$ cat src/design/deq_pkg.sv
// ----------------------------------------------------------------------------
// deq_pkg: shared types and constants of the double-ended queue
// Operation and status codes, controller states, read select and the command
// struct that the controller sends to the datapath.
// ----------------------------------------------------------------------------
`timescale 1ns / 1ps
`default_nettype none

package deq_pkg;

	localparam int DATA_W     = 32;
	localparam int OP_W       = 3;
	localparam int COUNT_OUT_W = 5;
	localparam int STATUS_W   = 2;

	typedef enum logic [OP_W-1:0] {
		OP_NONE       = 3'd0,
		OP_PUSH_FRONT = 3'd1,
		OP_PUSH_BACK  = 3'd2,
		OP_POP_FRONT  = 3'd3,
		OP_POP_BACK   = 3'd4,
		OP_CLEAR      = 3'd5
	} op_t;

	typedef enum logic [STATUS_W-1:0] {
		STAT_OK    = 2'd0,
		STAT_FULL  = 2'd1,
		STAT_EMPTY = 2'd2
	} status_t;

	typedef enum logic [2:0] {
		S_IDLE,
		S_EXEC,
		S_POP,
		S_FRONT,
		S_BACK,
		S_RESP
	} state_t;

	typedef enum logic [1:0] {
		RD_POP_ADDR,
		RD_FRONT_ADDR,
		RD_BACK_ADDR
	} rd_sel_t;

	typedef struct packed {
		logic    load;
		logic    exec;
		logic    cap_pop;
		logic    cap_front;
		logic    cap_back;
		rd_sel_t rd_sel;
	} ctl_cmd_t;

endpackage

`default_nettype wire

$ cat src/design/double_ended_queue.sv
// ----------------------------------------------------------------------------
// double_ended_queue: bounded double-ended queue of signed 32-bit values
// Circular buffer with push and pop at both ends and a clear operation.
// ----------------------------------------------------------------------------
// Usage:
//   Drive operation and push_value and raise start; the item is taken at a
//   rising edge where start is high and busy is low. busy stays high until
//   the result has been shown.
//   The result (popped_value, front_value, back_value, item_count, is_empty,
//   status) is valid for exactly one cycle while done is high. The next item can
//   be taken in the cycle after done, so the block handles one item at a time.
//   The sequence comes from the value store's single read port: each item reads
//   the popped entry in the cycle that updates the pointers and writes a pushed
//   value, then the new front and the new back, one per cycle.
//   A push to a full queue leaves it unchanged and reports status 1; a pop on
//   an empty queue reports status 2 and popped_value 0.
//   Reset empties the queue (front pointer and count to zero); the store is
//   not cleared, and a word read where it has not been written is never shown.
//   The receiver cannot stall: the next item overwrites the results.
// ----------------------------------------------------------------------------
`timescale 1ns / 1ps
`default_nettype none

module double_ended_queue #(
	parameter int DEPTH = 16
) (
	input  wire logic                                  clk,
	input  wire logic                                  arst_n,
	input  wire logic                                  start,
	output logic                                       busy,
	input  wire logic        [deq_pkg::OP_W-1:0]       operation,
	input  wire logic signed [deq_pkg::DATA_W-1:0]     push_value,
	output logic                                       done,
	output logic signed      [deq_pkg::DATA_W-1:0]     popped_value,
	output logic signed      [deq_pkg::DATA_W-1:0]     front_value,
	output logic signed      [deq_pkg::DATA_W-1:0]     back_value,
	output logic             [deq_pkg::COUNT_OUT_W-1:0] item_count,
	output logic                                       is_empty,
	output logic             [deq_pkg::STATUS_W-1:0]   status
);

	import deq_pkg::*;

	ctl_cmd_t cmd;

	// Sequence one item at a time
	deq_ctrl u_ctrl (
		.clk   (clk),
		.arst_n(arst_n),
		.start (start),
		.busy  (busy),
		.done  (done),
		.cmd   (cmd)
	);

	// Hold the queue state and build the result
	deq_dpath #(
		.DEPTH(DEPTH)
	) u_dpath (
		.clk         (clk),
		.arst_n      (arst_n),
		.cmd         (cmd),
		.operation   (operation),
		.push_value  (push_value),
		.popped_value(popped_value),
		.front_value (front_value),
		.back_value  (back_value),
		.item_count  (item_count),
		.is_empty    (is_empty),
		.status      (status)
	);

endmodule

`default_nettype wire

$ cat src/design/deq_ram.sv
// ----------------------------------------------------------------------------
// deq_ram: generic single-port-write, single-port-read RAM
// One write and one read per cycle; read data is registered.
// ----------------------------------------------------------------------------
`timescale 1ns / 1ps
`default_nettype none

module deq_ram #(
	parameter int WIDTH = 32,
	parameter int DEPTH = 16,
	localparam int AW = $clog2(DEPTH)
) (
	input  wire logic             clk,
	input  wire logic             we,
	input  wire logic [AW-1:0]    waddr,
	input  wire logic [WIDTH-1:0] wdata,
	input  wire logic [AW-1:0]    raddr,
	output logic      [WIDTH-1:0] rdata
);

	logic [WIDTH-1:0] mem [DEPTH];

	// Write, then register the read word
	always_ff @(posedge clk) begin
		if (we) begin
			mem[waddr] <= wdata;
		end
		rdata <= mem[raddr];
	end

endmodule

`default_nettype wire

$ cat src/design/deq_ctrl.sv
// ----------------------------------------------------------------------------
// deq_ctrl: sequencer of the double-ended queue
// Steps one item through update, pop read, front read, back read and result.
// ----------------------------------------------------------------------------
`timescale 1ns / 1ps
`default_nettype none

module deq_ctrl (
	input  wire logic               clk,
	input  wire logic               arst_n,
	input  wire logic               start,
	output logic                    busy,
	output logic                    done,
	output deq_pkg::ctl_cmd_t       cmd
);

	import deq_pkg::*;

	state_t state_q;
	state_t state_nxt;

	// Hold the state
	always_ff @(posedge clk or negedge arst_n) begin
		if (!arst_n) begin
			state_q <= S_IDLE;
		end else begin
			state_q <= state_nxt;
		end
	end

	// Advance through the item sequence and issue datapath commands
	always_comb begin
		state_nxt     = state_q;
		cmd           = '0;
		cmd.rd_sel    = RD_POP_ADDR;
		busy          = 1'b1;
		done          = 1'b0;
		unique case (state_q)
			S_IDLE: begin
				busy     = 1'b0;
				cmd.load = start;
				if (start) begin
					state_nxt = S_EXEC;
				end
			end
			S_EXEC: begin
				cmd.exec   = 1'b1;
				cmd.rd_sel = RD_POP_ADDR;
				state_nxt  = S_POP;
			end
			S_POP: begin
				cmd.cap_pop = 1'b1;
				cmd.rd_sel  = RD_FRONT_ADDR;
				state_nxt   = S_FRONT;
			end
			S_FRONT: begin
				cmd.cap_front = 1'b1;
				cmd.rd_sel    = RD_BACK_ADDR;
				state_nxt     = S_BACK;
			end
			S_BACK: begin
				cmd.cap_back = 1'b1;
				state_nxt    = S_RESP;
			end
			S_RESP: begin
				done      = 1'b1;
				state_nxt = S_IDLE;
			end
			default: begin
				state_nxt = S_IDLE;
			end
		endcase
	end

endmodule

`default_nettype wire

$ cat src/design/deq_dpath.sv
// ----------------------------------------------------------------------------
// deq_dpath: datapath of the double-ended queue
// Front pointer, count, circular index math, value store and result registers.
// ----------------------------------------------------------------------------
`timescale 1ns / 1ps
`default_nettype none

module deq_dpath #(
	parameter int DEPTH = 16
) (
	input  wire logic                                  clk,
	input  wire logic                                  arst_n,
	input  wire deq_pkg::ctl_cmd_t                     cmd,
	input  wire logic        [deq_pkg::OP_W-1:0]       operation,
	input  wire logic signed [deq_pkg::DATA_W-1:0]     push_value,
	output logic signed      [deq_pkg::DATA_W-1:0]     popped_value,
	output logic signed      [deq_pkg::DATA_W-1:0]     front_value,
	output logic signed      [deq_pkg::DATA_W-1:0]     back_value,
	output logic             [deq_pkg::COUNT_OUT_W-1:0] item_count,
	output logic                                       is_empty,
	output logic             [deq_pkg::STATUS_W-1:0]   status
);

	import deq_pkg::*;

	localparam int AW = $clog2(DEPTH);
	localparam int CW = $clog2(DEPTH + 1);
	localparam logic [AW:0]   DEPTH_W  = (AW + 1)'(DEPTH);
	localparam logic [AW-1:0] LAST_IDX = AW'(DEPTH - 1);
	localparam logic [CW-1:0] FULL_CNT = CW'(DEPTH);

	// Index that lies off places after base, wrapped at DEPTH
	function automatic logic [AW-1:0] wrap_add(input logic [AW-1:0] base,
		input logic [AW-1:0] off);
		logic [AW:0] sum;
		sum = {1'b0, base} + {1'b0, off};
		if (sum >= DEPTH_W) begin
			sum = sum - DEPTH_W;
		end
		return sum[AW-1:0];
	endfunction

	logic        [OP_W-1:0]   op_q;
	logic signed [DATA_W-1:0] val_q;
	logic        [AW-1:0]     front_q;
	logic        [CW-1:0]     count_q;
	status_t                  status_q;
	logic signed [DATA_W-1:0] popped_q;
	logic signed [DATA_W-1:0] front_val_q;
	logic signed [DATA_W-1:0] back_val_q;

	logic        [AW-1:0]     front_nxt;
	logic        [CW-1:0]     count_nxt;
	status_t                  status_nxt;
	logic                     wr_req;
	logic        [AW-1:0]     waddr;
	logic        [AW-1:0]     pop_addr;
	logic        [AW-1:0]     back_addr;
	logic        [AW-1:0]     raddr;
	logic        [DATA_W-1:0] rdata;
	logic                     full;
	logic                     empty;
	logic                     pop_ok;

	assign full      = (count_q == FULL_CNT);
	assign empty     = (count_q == '0);
	assign back_addr = wrap_add(front_q, AW'(count_q - CW'(1)));
	assign pop_ok    = (status_q == STAT_OK) &&
		((op_q == OP_POP_FRONT) || (op_q == OP_POP_BACK));

	// Decode the operation against the current pointer and count
	always_comb begin
		front_nxt  = front_q;
		count_nxt  = count_q;
		status_nxt = STAT_OK;
		wr_req     = 1'b0;
		waddr      = front_q;
		pop_addr   = front_q;
		unique case (op_q)
			OP_PUSH_FRONT: begin
				if (full) begin
					status_nxt = STAT_FULL;
				end else begin
					front_nxt = (front_q == '0) ? LAST_IDX : front_q - AW'(1);
					waddr     = front_nxt;
					wr_req    = 1'b1;
					count_nxt = count_q + CW'(1);
				end
			end
			OP_PUSH_BACK: begin
				if (full) begin
					status_nxt = STAT_FULL;
				end else begin
					waddr     = wrap_add(front_q, AW'(count_q));
					wr_req    = 1'b1;
					count_nxt = count_q + CW'(1);
				end
			end
			OP_POP_FRONT: begin
				if (empty) begin
					status_nxt = STAT_EMPTY;
				end else begin
					front_nxt = wrap_add(front_q, AW'(1));
					count_nxt = count_q - CW'(1);
				end
			end
			OP_POP_BACK: begin
				if (empty) begin
					status_nxt = STAT_EMPTY;
				end else begin
					pop_addr  = back_addr;
					count_nxt = count_q - CW'(1);
				end
			end
			OP_CLEAR: begin
				front_nxt = '0;
				count_nxt = '0;
			end
			default: begin
			end
		endcase
	end

	// Select the store read address for this step
	always_comb begin
		unique case (cmd.rd_sel)
			RD_POP_ADDR:   raddr = pop_addr;
			RD_FRONT_ADDR: raddr = front_q;
			RD_BACK_ADDR:  raddr = back_addr;
			default:       raddr = front_q;
		endcase
	end

	deq_ram #(
		.WIDTH(DATA_W),
		.DEPTH(DEPTH)
	) u_store (
		.clk  (clk),
		.we   (wr_req & cmd.exec),
		.waddr(waddr),
		.wdata(val_q),
		.raddr(raddr),
		.rdata(rdata)
	);

	// Update queue state and status
	always_ff @(posedge clk or negedge arst_n) begin
		if (!arst_n) begin
			op_q     <= OP_NONE;
			front_q  <= '0;
			count_q  <= '0;
			status_q <= STAT_OK;
		end else begin
			if (cmd.load) begin
				op_q <= operation;
			end
			if (cmd.exec) begin
				front_q  <= front_nxt;
				count_q  <= count_nxt;
				status_q <= status_nxt;
			end
		end
	end

	// Capture the item and the result words
	always_ff @(posedge clk) begin
		if (cmd.load) begin
			val_q <= push_value;
		end
		if (cmd.cap_pop) begin
			popped_q <= pop_ok ? rdata : '0;
		end
		if (cmd.cap_front) begin
			front_val_q <= empty ? '0 : rdata;
		end
		if (cmd.cap_back) begin
			back_val_q <= empty ? '0 : rdata;
		end
	end

	assign popped_value = popped_q;
	assign front_value  = front_val_q;
	assign back_value   = back_val_q;
	assign item_count   = COUNT_OUT_W'(count_q);
	assign is_empty     = empty;
	assign status       = status_q;

endmodule

`default_nettype wire

$ cat config.mk
export PLATFORM = sky130hd
export DESIGN_NAME = double_ended_queue
export DESIGN_NICKNAME = d
export VERILOG_FILES = /design/src/design/deq_pkg.sv /design/src/design/double_ended_queue.sv /design/src/design/deq_ram.sv /design/src/design/deq_ctrl.sv /design/src/design/deq_dpath.sv
export SDC_FILE = /design/constraint.sdc
export NUM_CORES = 1
export LEC_CHECK = 0
export BUFFER_PORTS_ARGS = -buffer_cell sky130_fd_sc_hd__buf_2
export CORE_MARGIN = 2
export CORE_UTILIZATION = 25
export DETAILED_ROUTE_END_ITERATION = 12
export PLACE_DENSITY = 0.46
export SYNTH_ARGS = -nofsm -noshare
export SYNTH_HDL_FRONTEND = slang
export SYNTH_SLANG_ARGS = --single-unit
$ cat constraint.sdc
create_clock -name clk -period 5.32 [get_ports clk]
set_input_delay 1.064 -clock clk [delete_from_list [all_inputs] [get_ports clk]]
set_output_delay 1.064 -clock clk [all_outputs]
set_load 0.05 [all_outputs]
==> out/results.tsv <==
stage	metric	value	unit
die	Initial Util	25.1	%
critical_path	Most Frequent Cell on Critical Path	a21oi_1	
grt	met3 usage	1.87	%
synthesis	number of synthesized flops with an enable pin	640	
final_layout	post-route cell area	31600	µm²
clocking	Skew-Pair Late Insertion Delay	640	ps
synthesis	Post-Synthesis Cells	2012	
clocking	CTS max path bufs	3	
timing	Final TNS setup	0	ps
critical_path	Max stage delay on crit path	1050	ps
grt	busiest grt layer	met2	
clocking	CTS buffer count	72	
grt	global-route wire length before repair	103000	µm
timing	Final WS setup	1030	ps
clocking	Resized cells post-CTS	0	
synthesis	largest family of logic cells by synthesized area	simple AND/OR/NAND/NOR gates	
timing	worst hold slack	379	ps
placement	Post-DP HPWL	39300	µm
critical_path	Worst setup SP type	register	
clocking	# H-tree levels	3	
critical_path	crit path from	u_dpath.front_q[0]$_DFFE_PN0P_	
grt	GRT Util Overall	12.6	%
detailed_routing	Antenna Violating Nets Remaining	0	
power	Pwr Density	653	nW/µm²
flow_run	maxcap violations	0	
final_layout	final net count	2194	
timing	Slew Viols, Final	0	
die	I/O pin total	144	
timing	fin crit period	4290	ps
synthesis	main flop type after synthesis	edfxtp_1	
detailed_routing	total wire length	69600	µm
placement	Area after DPL	29100	µm²
detailed_routing	drt first-iter violations	1258	
grt	vias in the first global route	16000	
synthesis	Synth top area share	71.8	%
final_layout	fraction of layout instances using a drive strength above 1	14.6	%
critical_path	Critical Path RT	5550	ps
synthesis	synth top area cells	edfxtp_1 (72%), nand2_1 (7.3%), nand3_1 (7.1%)	
detailed_routing	vias per inst	4.47	
grt	initial antenna violation count	4	
critical_path	kind of critical path	register to register	
placement	setup slack at placement	1010	ps
grt	met2 usage	21.0	%
timing	Setup-failing EPs final	0	
critical_path	Slowest-stage cell, CP	and2_2	
power	Cell Int Power	12.2	mW
timing	period utilization	80.7	%
detailed_routing	via count	16100	
synthesis	Synth Area in Adders	0.664	%
synthesis	syn_nets	2063	
placement	Final GP Congestion	0.781	
die	core area	107000	µm²
final_layout	# fillers	10700	
power	switch share	41.0	%
synthesis	mux cell area share after synthesis	0.369	%
power	part of the power in combinational logic	38.2	%
grt	global routing usage on met1	16.9	%
critical_path	Critical R2R Launch	u_dpath.front_q[0]$_DFFE_PN0P_	
clocking	Root Buffer	clkbuf_16	
power	Worst VDD drop	0.508	mV
power	Tot Pwr	20.6	mW
critical_path	CP endpoint kind	register	
die	# rows	120	
timing	Hold Vio Cnt, Final	0	
synthesis	dominant cell type by area after synthesis	edfxtp_1	
synthesis	Seq/Total Area, Yosys	75.8	%
critical_path	WP data arrival	4520	ps
clocking	clock sink count	689	
die	DIE HEIGHT	331	µm
timing	RSZ-0062 raised after global routing	no	
final_layout	Final Core Density	29.7	%
clocking	post-CTS setup buffers	0	
power	Reg power frac	36.4	%
synthesis	mapped cell area	26800	µm²
critical_path	CP Cell Sequence	ha_1, a21o_1, a21oi_1, or3_1, a21oi_1, mux2i_1, a211oi_2, and2_2	
synthesis	Cell variety after synth	66	
run_status	status	finished clean	
die	Die W	331	µm
final_layout	synth-to-layout area growth	18.2	%
power	sw power	8.47	mW
timing	transition time of the tightest slew-check pin	1370	ps
detailed_routing	first-pass iteration count of the detailed router	5	
final_layout	fin cells	3607	
detailed_routing	DRC Markers	0	
synthesis	Syn. warnings	0	
power	clock share of power	25.4	%
die	die area	110000	µm²
detailed_routing	post-DR wirelength/cell	19.3	µm
synthesis	Synth Area in Compound Gates	2.09	%
power	static leakage	10.9	nW
synthesis	Post-Synth Simple-Gate Area	18.4	%
placement	Port-buffer cells	143	
timing	max_slew headroom	8.61	%
synthesis	Post-Synth XOR/XNOR Area	0.257	%
grt	total gr overflow	0	
synthesis	fraction of registers with async set/reset	2.47	%
timing	skew final	37.9	ps
clocking	CTS tree	done	
synthesis	#FFs+latches synth	689	
final_layout	commonest non-fill, non-tap cell in the layout	edfxtp_1	
timing	Max Freq	0.233	GHz
final_layout	most frequent cells in the layout	edfxtp_1 (640), nand2_1 (518), nand3_1 (381), buf_2 (143), clkbuf_16 (72)	
placement	Placed Cells	3472	
grt	largest net degree at the start of global routing	177	
critical_path	crit path max fanout	32	
synthesis	post-synthesis area per instance	13.3	µm²
clocking	Post-CTS Hold Buffers	0	
worst_hold_path	worst hold path class	input port to asynchronous set/reset pin	
clocking	Reg clk slew, reported paths	60	ps
## Yosys cell counts (3+ instances only)
cell and count:
edfxtp_1 640, nand2_1 518, nand3_1 381, and2_1 72, clkbuf_1 49, buf_2 41
dfxtp_1 32, nand4_1 32, nor2_1 30, a21oi_1 23, buf_4 18, dfrtp_1 17
o21ai_0 13, nor3_1 12, ha_1 11, inv_1 10, buf_1 8, o211ai_1 8
nor2b_1 6, nor4_1 5, o31ai_1 5, xor2_1 5, mux2_2 4, mux2i_1 4
nand2b_1 4, nor3b_1 4, a22oi_1 3, buf_6 3
## state kept, by name, indices dropped and copies added, names as in the netlist
signal                 count
u_dpath.u_store.mem      512
u_dpath.item_count         5
u_dpath.u_store.rdata     32
u_dpath.front_q            4
u_dpath.back_value        32
u_dpath.popped_value      32
u_ctrl.state_q             3
u_dpath.status             2
u_dpath.val_q             32
u_dpath.front_value       32
u_dpath.op_q               3
## layer usage
metal / vias up / routed length [µm]
met5: - / 12
met4: 2 / 1510
met3: 95 / 3240
met2: 452 / 33500
met1: 8038 / 31300
li1: 7551 / -
## worst max-delay path, delay by kind of cell, from the launching register on
family                     cells  cell delay (ps)
DFF                            1              780
muxes                          1              140
AOI/OAI and AO/OA              4             1240
and+or+nand+nor                2             1400
adders and majority gates      1              310
## cell families (layout without fill, tap and decap cells)
family | Yosys count | count (layout)
AO/OA/AOI/OAI | 81 | 81
XOR/XNOR | 7 | 7
adder cells (fa/ha/maj) | 13 | 13
buffers and inverters | 131 | 322
flip-flops | 689 | 689
multiplexers | 9 | 9
other | 0 | 1
AND/OR/NAND/NOR | 1082 | 1082
## power by group through the flow
stage / registers [mW] / clock network, mW / logic [mW]
2_1_floorplan: 7.99 / 0 / 5.07
3_3_place_gp: 7.60 / 0 / 7.99
3_5_place_dp: 7.64 / 0 / 8.04
4_1_cts: 7.52 / 5.38 / 8.06
5_1_grt: 7.60 / 5.57 / 8.80
6_report: 7.51 / 5.24 / 7.89
## layout make-up
class / count / area, µm² / share of cell area (%)
Antenna cell: 1 / 2.50 / 0.00791
Clock buffer: 95 / 1950 / 6.16
Clock inverter: 39 / 541 / 1.71
Inverter: 12 / 45.0 / 0.142
Multi-Input combinational cell: 1192 / 6000 / 19.0
Sequential cell: 689 / 20300 / 64.2
Tap cell: 1403 / 1760 / 5.55
Timing Repair Buffer: 176 / 1040 / 3.28
## path summary, 6_finish.rpt
path	to	slack, ps	depth (start not counted)
setup / recovery	u_dpath.u_store.mem[12][15]$_DFFE_PP_	1030	8
hold / removal	u_ctrl.state_q[0]$_DFFE_PN0P_	380	1
setup reg to reg	u_dpath.u_store.mem[12][15]$_DFFE_PP_	1030	8
hold reg to reg	u_dpath.popped_value[24]$_SDFFCE_PN0P_	530	1
max in group asynchronous	u_dpath.front_q[3]$_DFFE_PN0P_	4620	1
min in group clk	u_dpath.popped_value[24]$_SDFFCE_PN0P_	530	1
Power figures use the tool's default switching activity.
